### src/hdl/bgd_pkg.sv
// Package for the button gesture detector: payload and control structs,
// event codes, controller states and threshold helper functions.
// No dependencies.
`default_nettype none
package bgd_pkg;

    localparam logic [2:0] EV_PRESSED  = 3'd0;
    localparam logic [2:0] EV_RELEASED = 3'd1;
    localparam logic [2:0] EV_CLICKED  = 3'd2;
    localparam logic [2:0] EV_DOUBLE   = 3'd3;
    localparam logic [2:0] EV_HELD     = 3'd4;
    localparam logic [2:0] EV_REPEAT   = 3'd5;

    localparam logic [2:0] REG_DEBOUNCE = 3'd0;
    localparam logic [2:0] REG_WINDOW   = 3'd1;
    localparam logic [2:0] REG_DC_EN    = 3'd2;
    localparam logic [2:0] REG_HOLD_A   = 3'd3;
    localparam logic [2:0] REG_HOLD_B   = 3'd4;
    localparam logic [2:0] REG_REP_A    = 3'd5;
    localparam logic [2:0] REG_REP_B    = 3'd6;

    localparam logic [15:0] DEBOUNCE_DEFAULT = 16'd25;
    localparam logic [15:0] WINDOW_DEFAULT   = 16'd280;
    localparam int          MAX_LEVELS       = 4;

    typedef struct packed {
        logic [31:0] time_ms;
        logic        raw_level;
    } in_t;

    typedef struct packed {
        logic [2:0]  event_type;
        logic [23:0] ev_detail;
        logic        last_event;
    } out_t;

    typedef enum logic [2:0] {
        ST_IDLE, ST_START, ST_EDGE, ST_RELEASE, ST_HOLD, ST_REP, ST_TIMEOUT, ST_FLUSH
    } state_t;

    typedef struct packed {
        logic       latch;
        logic       init;
        logic       raw_upd;
        logic       edge_apply;
        logic       rel_apply;
        logic       hold_skip;
        logic       hold_fire;
        logic       rep_clr;
        logic       rep_fire;
        logic       rep_next;
        logic       to_apply;
        logic       flush;
        logic       emit;
        logic [2:0] ev_type;
    } ctl_cmd_t;

    typedef struct packed {
        logic       started;
        logic       edge_hit;
        logic       edge_press;
        logic       rel_emit;
        logic [2:0] rel_type;
        logic       pressed_now;
        logic       hold_done;
        logic       hold_skip;
        logic       hold_fire;
        logic       rep_done;
        logic       rep_fire;
        logic       to_fire;
        logic       look_valid;
        logic       can_emit;
        logic       can_flush;
    } dp_sts_t;

    // Level i: register a, register b, zero beyond.
    function automatic logic [23:0] lvl_pick(input int i, input logic [23:0] a,
                                             input logic [23:0] b);
        logic [23:0] v;
        v = 24'd0;
        if (i == 0) begin
            v = a;
        end else if (i == 1) begin
            v = b;
        end
        return v;
    endfunction

    // Nonzero and not equal to an earlier level.
    function automatic logic lvl_used(input int i, input logic [23:0] a,
                                      input logic [23:0] b);
        logic [23:0] v;
        logic        u;
        v = lvl_pick(i, a, b);
        u = (v != 24'd0);
        for (int j = 0; j < MAX_LEVELS; j++) begin
            if (j < i && lvl_pick(j, a, b) == v) begin
                u = 1'b0;
            end
        end
        return u;
    endfunction

endpackage
`default_nettype wire

### src/hdl/bgd_datapath.sv
// Datapath: configuration registers, gesture state, repeat deadlines,
// one-beat lookahead event buffer and output register.
// Depends on bgd_pkg.
`default_nettype none
module bgd_datapath import bgd_pkg::*; #(
    parameter int HOLD_LEVELS     = 2,
    parameter int REPEAT_CHANNELS = 2,
    parameter int CATCHUP_LIMIT   = 16
) (
    input  wire logic        aclk,
    input  wire logic        aresetn,
    input  wire in_t         s_data,
    output logic             m_valid,
    input  wire logic        m_ready,
    output out_t             m_data,
    input  wire logic        cfg_wr_en,
    input  wire logic [2:0]  cfg_index,
    input  wire logic [23:0] cfg_wdata,
    input  wire ctl_cmd_t    cmd,
    output dp_sts_t          sts
);
    localparam int HW  = $clog2(HOLD_LEVELS + 1);
    localparam int CW  = $clog2(REPEAT_CHANNELS + 1);
    localparam int CIW = (REPEAT_CHANNELS > 1) ? $clog2(REPEAT_CHANNELS) : 1;
    localparam int NW  = $clog2(CATCHUP_LIMIT + 1);

    logic [15:0] deb_reg, win_reg;
    logic        dce_reg;
    logic [23:0] thr_a_reg, thr_b_reg, iv_a_reg, iv_b_reg;
    logic [31:0] now_reg;
    logic        raw_in_reg;
    logic        started_reg, idle_reg, raw_seen_reg, stable_reg;
    logic        pressed_reg, hold_fired_reg, pend_reg;
    logic [31:0] rct_reg, press_time_reg, frt_reg, dl_reg;
    logic [HW-1:0] next_hold_reg;
    logic [31:0] due_reg [REPEAT_CHANNELS];
    logic [CW-1:0] chan_reg;
    logic [NW-1:0] n_reg;
    logic        look_valid_reg;
    logic [2:0]  look_type_reg;
    logic [23:0] look_detail_reg;
    out_t        out_reg;
    logic        out_valid_reg;
    logic        out_valid_next;

    logic [15:0] deb, win;
    logic [31:0] since_change, held, gap, dl_rel, to_diff, rep_diff;
    logic [23:0] thr_cur, iv_cur, gap_sat, detail;
    logic [CIW-1:0] ch_idx;
    logic        rel_double;
    logic        rel_emit;
    logic [2:0]  rel_type;

    assign deb     = (deb_reg == 16'd0) ? DEBOUNCE_DEFAULT : deb_reg;
    assign win     = (win_reg == 16'd0) ? WINDOW_DEFAULT : win_reg;
    assign ch_idx  = chan_reg[CIW-1:0];
    assign thr_cur = lvl_pick(int'(next_hold_reg), thr_a_reg, thr_b_reg);
    assign iv_cur  = lvl_pick(int'(chan_reg), iv_a_reg, iv_b_reg);
    assign since_change = now_reg - rct_reg;
    assign held    = now_reg - press_time_reg;
    assign gap     = now_reg - frt_reg;
    assign gap_sat = (|gap[31:24]) ? 24'hFFFFFF : gap[23:0];
    assign dl_rel  = dl_reg - now_reg;
    assign to_diff = now_reg - dl_reg;
    assign rep_diff = now_reg - due_reg[ch_idx];
    assign rel_double = !dl_rel[31];

    always_comb begin
        rel_emit = 1'b0;
        rel_type = EV_CLICKED;
        if (hold_fired_reg) begin
            rel_emit = 1'b0;
        end else if (!dce_reg) begin
            rel_emit = 1'b1;
        end else if (!pend_reg) begin
            rel_emit = 1'b0;
        end else if (rel_double) begin
            rel_emit = 1'b1;
            rel_type = EV_DOUBLE;
        end else begin
            rel_emit = 1'b1;
        end
    end

    assign sts.rel_emit    = rel_emit;
    assign sts.rel_type    = rel_type;
    assign sts.started     = started_reg;
    assign sts.edge_hit    = (raw_seen_reg != stable_reg) && (since_change >= {16'd0, deb});
    assign sts.edge_press  = (raw_seen_reg != idle_reg);
    assign sts.pressed_now = pressed_reg;
    assign sts.hold_done   = (next_hold_reg == HW'(HOLD_LEVELS));
    assign sts.hold_skip   = !lvl_used(int'(next_hold_reg), thr_a_reg, thr_b_reg);
    assign sts.hold_fire   = (held >= {8'd0, thr_cur});
    assign sts.rep_done    = (chan_reg == CW'(REPEAT_CHANNELS));
    assign sts.rep_fire    = lvl_used(int'(chan_reg), iv_a_reg, iv_b_reg)
                             && (n_reg < NW'(CATCHUP_LIMIT)) && !rep_diff[31];
    assign sts.to_fire     = !pressed_reg && dce_reg && pend_reg && !to_diff[31];
    assign sts.look_valid  = look_valid_reg;
    assign sts.can_emit    = !look_valid_reg || !out_valid_reg || m_ready;
    assign sts.can_flush   = !out_valid_reg || m_ready;

    always_comb begin
        case (cmd.ev_type)
            EV_DOUBLE: detail = gap_sat;
            EV_HELD:   detail = thr_cur;
            EV_REPEAT: detail = iv_cur;
            default:   detail = 24'd0;
        endcase
    end

    always_comb begin
        out_valid_next = out_valid_reg && !m_ready;
        if ((cmd.emit && look_valid_reg) || cmd.flush) begin
            out_valid_next = 1'b1;
        end
    end

    always_ff @(posedge aclk) begin
        if (cmd.latch) begin
            now_reg    <= s_data.time_ms;
            raw_in_reg <= s_data.raw_level;
        end
        if (cmd.init) begin
            idle_reg       <= raw_in_reg;
            stable_reg     <= raw_in_reg;
            raw_seen_reg   <= raw_in_reg;
            pressed_reg    <= 1'b0;
            hold_fired_reg <= 1'b0;
            rct_reg        <= now_reg;
            press_time_reg <= now_reg;
            next_hold_reg  <= '0;
            pend_reg       <= 1'b0;
            frt_reg        <= '0;
            dl_reg         <= '0;
            for (int i = 0; i < REPEAT_CHANNELS; i++) begin
                due_reg[i] <= '0;
            end
        end
        if (cmd.raw_upd && raw_in_reg != raw_seen_reg) begin
            raw_seen_reg <= raw_in_reg;
            rct_reg      <= now_reg;
        end
        if (cmd.edge_apply) begin
            stable_reg  <= raw_seen_reg;
            pressed_reg <= sts.edge_press;
            if (sts.edge_press) begin
                press_time_reg <= now_reg;
                hold_fired_reg <= 1'b0;
                next_hold_reg  <= '0;
                for (int i = 0; i < REPEAT_CHANNELS; i++) begin
                    due_reg[i] <= now_reg + {8'd0, lvl_pick(i, iv_a_reg, iv_b_reg)};
                end
            end
        end
        if (cmd.rel_apply) begin
            if (hold_fired_reg || !dce_reg || (pend_reg && rel_double)) begin
                pend_reg <= 1'b0;
                frt_reg  <= '0;
                dl_reg   <= '0;
            end else begin
                pend_reg <= 1'b1;
                frt_reg  <= now_reg;
                dl_reg   <= now_reg + {16'd0, win};
            end
        end
        if (cmd.hold_skip) begin
            next_hold_reg <= next_hold_reg + HW'(1);
        end
        if (cmd.hold_fire) begin
            next_hold_reg  <= next_hold_reg + HW'(1);
            hold_fired_reg <= 1'b1;
        end
        if (cmd.rep_clr) begin
            chan_reg <= '0;
            n_reg    <= '0;
        end
        if (cmd.rep_fire) begin
            hold_fired_reg   <= 1'b1;
            due_reg[ch_idx]  <= due_reg[ch_idx] + {8'd0, iv_cur};
            n_reg            <= n_reg + NW'(1);
        end
        if (cmd.rep_next) begin
            chan_reg <= chan_reg + CW'(1);
            n_reg    <= '0;
        end
        if (cmd.to_apply) begin
            pend_reg <= 1'b0;
            frt_reg  <= '0;
            dl_reg   <= '0;
        end
        if (cmd.emit) begin
            look_type_reg   <= cmd.ev_type;
            look_detail_reg <= detail;
            if (look_valid_reg) begin
                out_reg <= '{event_type: look_type_reg, ev_detail: look_detail_reg,
                             last_event: 1'b0};
            end
        end
        if (cmd.flush) begin
            out_reg <= '{event_type: look_type_reg, ev_detail: look_detail_reg,
                         last_event: 1'b1};
        end

        if (!aresetn) begin
            deb_reg        <= DEBOUNCE_DEFAULT;
            win_reg        <= WINDOW_DEFAULT;
            dce_reg        <= 1'b0;
            thr_a_reg      <= '0;
            thr_b_reg      <= '0;
            iv_a_reg       <= '0;
            iv_b_reg       <= '0;
            started_reg    <= 1'b0;
            look_valid_reg <= 1'b0;
            out_valid_reg  <= 1'b0;
        end else begin
            if (cmd.init) begin
                started_reg <= 1'b1;
            end
            if (cfg_wr_en) begin
                case (cfg_index)
                    REG_DEBOUNCE: deb_reg   <= cfg_wdata[15:0];
                    REG_WINDOW:   win_reg   <= cfg_wdata[15:0];
                    REG_DC_EN:    dce_reg   <= cfg_wdata[0];
                    REG_HOLD_A:   thr_a_reg <= cfg_wdata;
                    REG_HOLD_B:   thr_b_reg <= cfg_wdata;
                    REG_REP_A:    iv_a_reg  <= cfg_wdata;
                    REG_REP_B:    iv_b_reg  <= cfg_wdata;
                    default:      ;
                endcase
                if (cfg_index <= REG_REP_B) begin
                    started_reg <= 1'b0;
                end
            end
            out_valid_reg <= out_valid_next;
            if (cmd.emit) begin
                look_valid_reg <= 1'b1;
            end
            if (cmd.flush) begin
                look_valid_reg <= 1'b0;
            end
        end
    end

    assign m_valid = out_valid_reg;
    assign m_data  = out_reg;

endmodule
`default_nettype wire

### src/hdl/bgd_ctrl.sv
// Controller: walks one tick through debounce, release, hold, repeat,
// click timeout and flush, one event per cycle at most.
// Depends on bgd_pkg.
`default_nettype none
module bgd_ctrl import bgd_pkg::*; (
    input  wire logic    aclk,
    input  wire logic    aresetn,
    input  wire logic    s_valid,
    output logic         s_ready,
    input  wire dp_sts_t sts,
    output ctl_cmd_t     cmd
);
    state_t state_reg, state_next;

    always_ff @(posedge aclk) begin
        if (!aresetn) begin
            state_reg <= ST_IDLE;
        end else begin
            state_reg <= state_next;
        end
    end

    always_comb begin
        state_next = state_reg;
        cmd        = '0;
        cmd.ev_type = EV_PRESSED;
        s_ready    = 1'b0;
        case (state_reg)
            ST_IDLE: begin
                s_ready = 1'b1;
                if (s_valid) begin
                    cmd.latch  = 1'b1;
                    state_next = ST_START;
                end
            end
            ST_START: begin
                if (!sts.started) begin
                    cmd.init   = 1'b1;
                    state_next = ST_FLUSH;
                end else begin
                    cmd.raw_upd = 1'b1;
                    state_next  = ST_EDGE;
                end
            end
            ST_EDGE: begin
                if (!sts.edge_hit) begin
                    state_next = ST_HOLD;
                end else if (sts.can_emit) begin
                    cmd.edge_apply = 1'b1;
                    cmd.emit       = 1'b1;
                    cmd.ev_type    = sts.edge_press ? EV_PRESSED : EV_RELEASED;
                    state_next     = sts.edge_press ? ST_HOLD : ST_RELEASE;
                end
            end
            ST_RELEASE: begin
                if (!sts.rel_emit || sts.can_emit) begin
                    cmd.rel_apply = 1'b1;
                    cmd.emit      = sts.rel_emit;
                    cmd.ev_type   = sts.rel_type;
                    state_next    = ST_HOLD;
                end
            end
            ST_HOLD: begin
                if (!sts.pressed_now) begin
                    state_next = ST_TIMEOUT;
                end else if (sts.hold_done) begin
                    cmd.rep_clr = 1'b1;
                    state_next  = ST_REP;
                end else if (sts.hold_skip) begin
                    cmd.hold_skip = 1'b1;
                end else if (sts.hold_fire) begin
                    if (sts.can_emit) begin
                        cmd.hold_fire = 1'b1;
                        cmd.emit      = 1'b1;
                        cmd.ev_type   = EV_HELD;
                    end
                end else begin
                    cmd.rep_clr = 1'b1;
                    state_next  = ST_REP;
                end
            end
            ST_REP: begin
                if (sts.rep_done) begin
                    state_next = ST_TIMEOUT;
                end else if (sts.rep_fire) begin
                    if (sts.can_emit) begin
                        cmd.rep_fire = 1'b1;
                        cmd.emit     = 1'b1;
                        cmd.ev_type  = EV_REPEAT;
                    end
                end else begin
                    cmd.rep_next = 1'b1;
                end
            end
            ST_TIMEOUT: begin
                if (!sts.to_fire) begin
                    state_next = ST_FLUSH;
                end else if (sts.can_emit) begin
                    cmd.to_apply = 1'b1;
                    cmd.emit     = 1'b1;
                    cmd.ev_type  = EV_CLICKED;
                    state_next   = ST_FLUSH;
                end
            end
            ST_FLUSH: begin
                if (!sts.look_valid) begin
                    state_next = ST_IDLE;
                end else if (sts.can_flush) begin
                    cmd.flush  = 1'b1;
                    state_next = ST_IDLE;
                end
            end
            default: begin
                state_next = ST_IDLE;
            end
        endcase
    end

endmodule
`default_nettype wire

### src/hdl/button_gesture_detector.sv
// Button gesture detector top level: controller plus datapath.
// A tick runs from accept to ready again: it latches the idle level if none is latched since
// reset or a configuration register write, else walks debounce, release, hold levels, repeat
// channels with their catch-up beats, click timeout and flush; beats per channel stop at CATCHUP_LIMIT.
// Throughput: one tick at a time; output stalls add cycles; the last beat loads on flush.
// Reset: synchronous active-low aresetn restores register defaults; next tick latches idle level.
`default_nettype none
module button_gesture_detector import bgd_pkg::*; #(
    parameter int HOLD_LEVELS     = 2,
    parameter int REPEAT_CHANNELS = 2,
    parameter int CATCHUP_LIMIT   = 16
) (
    input  wire logic        aclk,
    input  wire logic        aresetn,
    input  wire logic        s_valid,
    output logic             s_ready,
    input  wire in_t         s_data,
    output logic             m_valid,
    input  wire logic        m_ready,
    output out_t             m_data,
    input  wire logic        cfg_wr_en,
    input  wire logic [2:0]  cfg_index,
    input  wire logic [23:0] cfg_wdata
);
    ctl_cmd_t cmd;
    dp_sts_t  sts;

    bgd_ctrl u_ctrl (
        .aclk    (aclk),
        .aresetn (aresetn),
        .s_valid (s_valid),
        .s_ready (s_ready),
        .sts     (sts),
        .cmd     (cmd)
    );

    bgd_datapath #(
        .HOLD_LEVELS     (HOLD_LEVELS),
        .REPEAT_CHANNELS (REPEAT_CHANNELS),
        .CATCHUP_LIMIT   (CATCHUP_LIMIT)
    ) u_dp (
        .aclk      (aclk),
        .aresetn   (aresetn),
        .s_data    (s_data),
        .m_valid   (m_valid),
        .m_ready   (m_ready),
        .m_data    (m_data),
        .cfg_wr_en (cfg_wr_en),
        .cfg_index (cfg_index),
        .cfg_wdata (cfg_wdata),
        .cmd       (cmd),
        .sts       (sts)
    );

    a_idle_flushed: assert property (@(posedge aclk) disable iff (!aresetn)
        s_ready |-> !sts.look_valid)
        else $error("lookahead beat pending while idle");

    a_busy_after_accept: assert property (@(posedge aclk) disable iff (!aresetn)
        (s_valid && s_ready) |=> !s_ready)
        else $error("accepted a second tick while busy");

    a_event_code: assert property (@(posedge aclk) disable iff (!aresetn)
        m_valid |-> (m_data.event_type <= EV_REPEAT))
        else $error("bad event code");

    a_plain_detail: assert property (@(posedge aclk) disable iff (!aresetn)
        (m_valid && (m_data.event_type == EV_PRESSED || m_data.event_type == EV_RELEASED
                     || m_data.event_type == EV_CLICKED)) |-> (m_data.ev_detail == 24'd0))
        else $error("nonzero detail on plain event");

endmodule
`default_nettype wire
### config.mk
export PLATFORM = sky130hd
export DESIGN_NAME = button_gesture_detector
export DESIGN_NICKNAME = d
export VERILOG_FILES = /design/src/hdl/bgd_pkg.sv /design/src/hdl/bgd_datapath.sv /design/src/hdl/bgd_ctrl.sv /design/src/hdl/button_gesture_detector.sv
export SDC_FILE = /design/constraint.sdc
export NUM_CORES = 1
export LEC_CHECK = 0
export BUFFER_PORTS_ARGS = -buffer_cell sky130_fd_sc_hd__buf_2
export CAP_MARGIN = 15
export CORE_MARGIN = 2
export CORE_UTILIZATION = 25
export CTS_BUF_LIST = sky130_fd_sc_hd__clkbuf_16
export DETAILED_ROUTE_END_ITERATION = 6
export PLACE_DENSITY = 0.48
export REMOVE_ABC_BUFFERS = 1
export SETUP_SLACK_MARGIN = 0.15
export SLEW_MARGIN = 25
export SYNTH_ARGS = -nofsm -noshare
export SYNTH_HDL_FRONTEND = slang
export SYNTH_SLANG_ARGS = --single-unit
### constraint.sdc
create_clock -name aclk -period 6.75 [get_ports aclk]
set_input_delay 0.675 -clock aclk [delete_from_list [all_inputs] [get_ports aclk]]
set_output_delay 0.675 -clock aclk [all_outputs]
set_load 0.03 [all_outputs]
==> flow_summary.ini <==
[place]
numPortBuffers = 94
place_congestion = 0.975
pre_cts_ws_ns = 0.0765
hpwl_um = 94900
dp_cells = 5521

[die]
die_area_um2 = 130000
coreArea_um2 = 126000
die_h_um = 360
die_w_um = 360
num_io_pins = 95
num_rows = 130
initial_core_util_pct = 25.2

[worst_setup_path]
reg2reg_slack_ns = 0.57
worst_setup_path_start_kind = flop
slowest_delay_ns = 0.46
worstSetupPathType = flop to flop
critPathSlowestCell = a2111oi_1
arrival_ns = 6.58
crit_fanout = 16
cp-end-kind = flop
required_ns = 7.16

[logic_synthesis]
synthCells = 3840
ys.flop_type = dfxtp_1
synthXorXnorAreaFrac_pct = 5.09
synthMuxAreaShare_pct = 1.64
yosysSeqAreaShare_pct = 33.2
ys_async_sr_fraction_pct = 0
yosys_register_bits = 431
synthAdderAreaFrac_pct = 13.0
yosysUniqueCellTypes = 92
synth_edf_count = 189
synth-compound-area-share_pct = 23.4
synth_top_family_by_area = compound AO/OA/AOI/OAI gates
synth_area_um2 = 31700
syn_area_per_cell_um2 = 8.24
yosys_warnings = 0
synth-simple-area-share_pct = 17.8

[clock_network]
cts_buffers = 54
clkSinkCount = 431
worstSkewPairLatency_ns = 0.67
cts_root_buf = clkbuf_16
cts.htree.levels = 2
path_clk_slew_ns = 0.06
clk_path_buf_depth = 3
cts_tree = done

[pwr]
leakage_nw = 14.6
cellPowerDensity_nw_per_um2 = 354
power_mw = 12.8
ir_drop_mv = 0.196

[sta]
fmax_ghz = 0.162
min_period_ns = 6.18
setup_tns_ns = 0
fin_ws_ns = 0.574
slew_violations = 0
max_slew_margin_pct = 29.1
setup_viol = 0
grt_setup_unrepaired = false
worst_slew_pin_slew_ns = 1.05
finalCritPeriodShare_pct = 91.5
skew_ns = 0.0370
hold_violations = 0

[run_status]
violations = design-rule violations
status = finished with violations

[worst_hold_path]
hold_path.class = input port to flop

[finish]
largest_reg_flops = 64
fillCellCount = 13600
final_layout_size_suffix_gt1_share_pct = 8.48
nNetsFinal = 4320
fin_cells = 5624
area_growth_pct = 14.5
antenna_cells = 0

[global_routing]
grt_pass1_vias = 27700
grt_pass1_wl_um = 182000
overflow = 0
grt_max_degree = 67
grt.total_usage_pct = 18.5
antenna_found_initial = 1

[routing]
wl_um = 124000
wl_per_cell_um = 22.0
first_iter_violations = 2687
routed_via_density = 5.14
vias = 28900
drcViolationCount = 2
firstDrtPassIters = 7
ant_nets = 0

[run]
maxCapViolCount = 0
==> cells in the final DEF (no fill, tap or decap), types with 35 or more instances in the layout <==
master     synthesis  final
o21ai_0          228    223
o21a_1            44     44
nand3_1           56     53
dfxtp_1          242    240
buf_2             17     94
nor3_1            57     52
xnor2_1          121    121
nor4_1            35     35
a22oi_1           65     65
clkbuf_16          0     56
nand4_1           39     39
o22ai_1           54     53
xor2_1            63     63
nor2b_1           59     59
mux2i_1           43     43
a21oi_1          309    308
buf_4              0     90
a21o_1           105    105
nand2_1          596    596
a22o_1            47     47
ha_1             318    316
edfxtp_1         189    189
inv_1            314    331
nor2_1           243    237
==> metrics by stage <==
step,hold slack [ns],utilization [%],cell area (um2)
after detailed placement,0.473,27.5,34500
after CTS,0.145,28.8,36200
final,0.178,28.9,36200
after global routing,0.156,28.9,36200
after global placement,0.468,27.5,34500
after floorplan,0.433,-,31000
==> final timing paths <==
kind | from | to | depth (start not counted)
hold / removal | s_data[6] | u_dp.now_reg[5]$_DFFE_PP_ | 1
hold reg to reg | u_dp.press_time_reg[24]$_DFF_P_ | u_dp.press_time_reg[24]$_DFF_P_ | 2
setup / recovery | u_dp.now_reg[0]$_DFFE_PP_ | u_dp.due_reg[0][22]$_DFFE_PP_ | 27
setup reg to reg | u_dp.now_reg[0]$_DFFE_PP_ | u_dp.due_reg[0][22]$_DFFE_PP_ | 27
==> repair_timing <==
action,in CTS,in global routing
pin swaps,1,0
hold buffers,0,0
setup buffers,1,1
endpoints found under the hold margin,0,0
gates resized for setup,0,3
setup endpoints to repair,91,98
==> worst max-delay path: cells and delay by family (launching register included) <==
| family | cells | cell delay, ns |
|---|---|---|
| AO/OA/AOI/OAI | 11 | 2.61 |
| XOR/XNOR | 1 | 0.13 |
| adder cells (fa/ha/maj) | 3 | 0.90 |
| buffers and inverters | 7 | 1.03 |
| flip-flops | 1 | 0.38 |
| AND/OR/NAND/NOR | 5 | 0.85 |
==> power by group <==
| part | switching [mW] | total (mW) | internal, mW |
|---|---|---|---|
| Combinational | 3.96 | 6.41 | 2.45 |
| Clock | 1.25 | 2.85 | 1.60 |
| Sequential | 0.315 | 3.57 | 3.25 |
| Total | 5.53 | 12.8 | 7.30 |
==> final cells by class <==
cell class                      count  area [um2]  area share, %
Multi-Input combinational cell   2931       19400           53.6
Sequential cell                   431       10500           29.0
Tap cell                         1650        2060           5.70
Clock buffer                       56        1400           3.87
Timing Repair Buffer              194        1330           3.68
Inverter                          318        1190           3.30
Clock inverter                     44         280          0.773
==> routing by layer <==
metal / part of all wire (%) / global-route usage (%)
met3: 5.8 / 2.71
met5: 0 / 0
met2: 45 / 29.8
met1: 45 / 25.0
met4: 4.0 / 6.91
==> kinds of logic after synthesis <==
group / count (synthesis)
buffers and inverters: 478
AND/OR/NAND/NOR: 1244
flip-flops: 431
AO/OA/AOI/OAI: 1127
multiplexers: 51
XOR/XNOR: 184
adder cells (fa/ha/maj): 325
==> synthesized netlist by cell type (all sizes together), types with 7 or more instances <==
library cell  count  area share, %
or4               7           0.17
inv             317            3.8
a222oi           23           0.73
and4              8           0.22
xnor2           121            3.3
o21ai           233            3.7
a31oi            15           0.30
and3             31           0.63
xor2             63            1.7
nand2           596            7.1
a22oi            65            1.5
nand3            57           0.92
buf              24           0.40
dfxtp           242             15
fa                7           0.44
mux2              8           0.28
a211oi           30           0.75
nor3             57           0.90
a2111oi          12           0.33
a22o             47            1.3
o211ai           22           0.54
nor2            244            2.9
o2111ai          13           0.36
nor2b            59            1.2
o31a             10           0.28
nand2b           32           0.63
o21bai           24           0.58
a21o            105            2.5
o22ai            54            1.1
a21oi           312            5.0
ha              318             13
or2              15           0.30
o41ai             8           0.22
a211o            12           0.33
nor4             36           0.76
clkbuf          136            1.6
edfxtp          189             18
a221oi           23           0.71
mux2i            43            1.4
a21boi            8           0.19
or3              27           0.53
and2             14           0.28
nand4            39           0.77
o21a             44            1.0
Power figures use the tool's default switching activity.
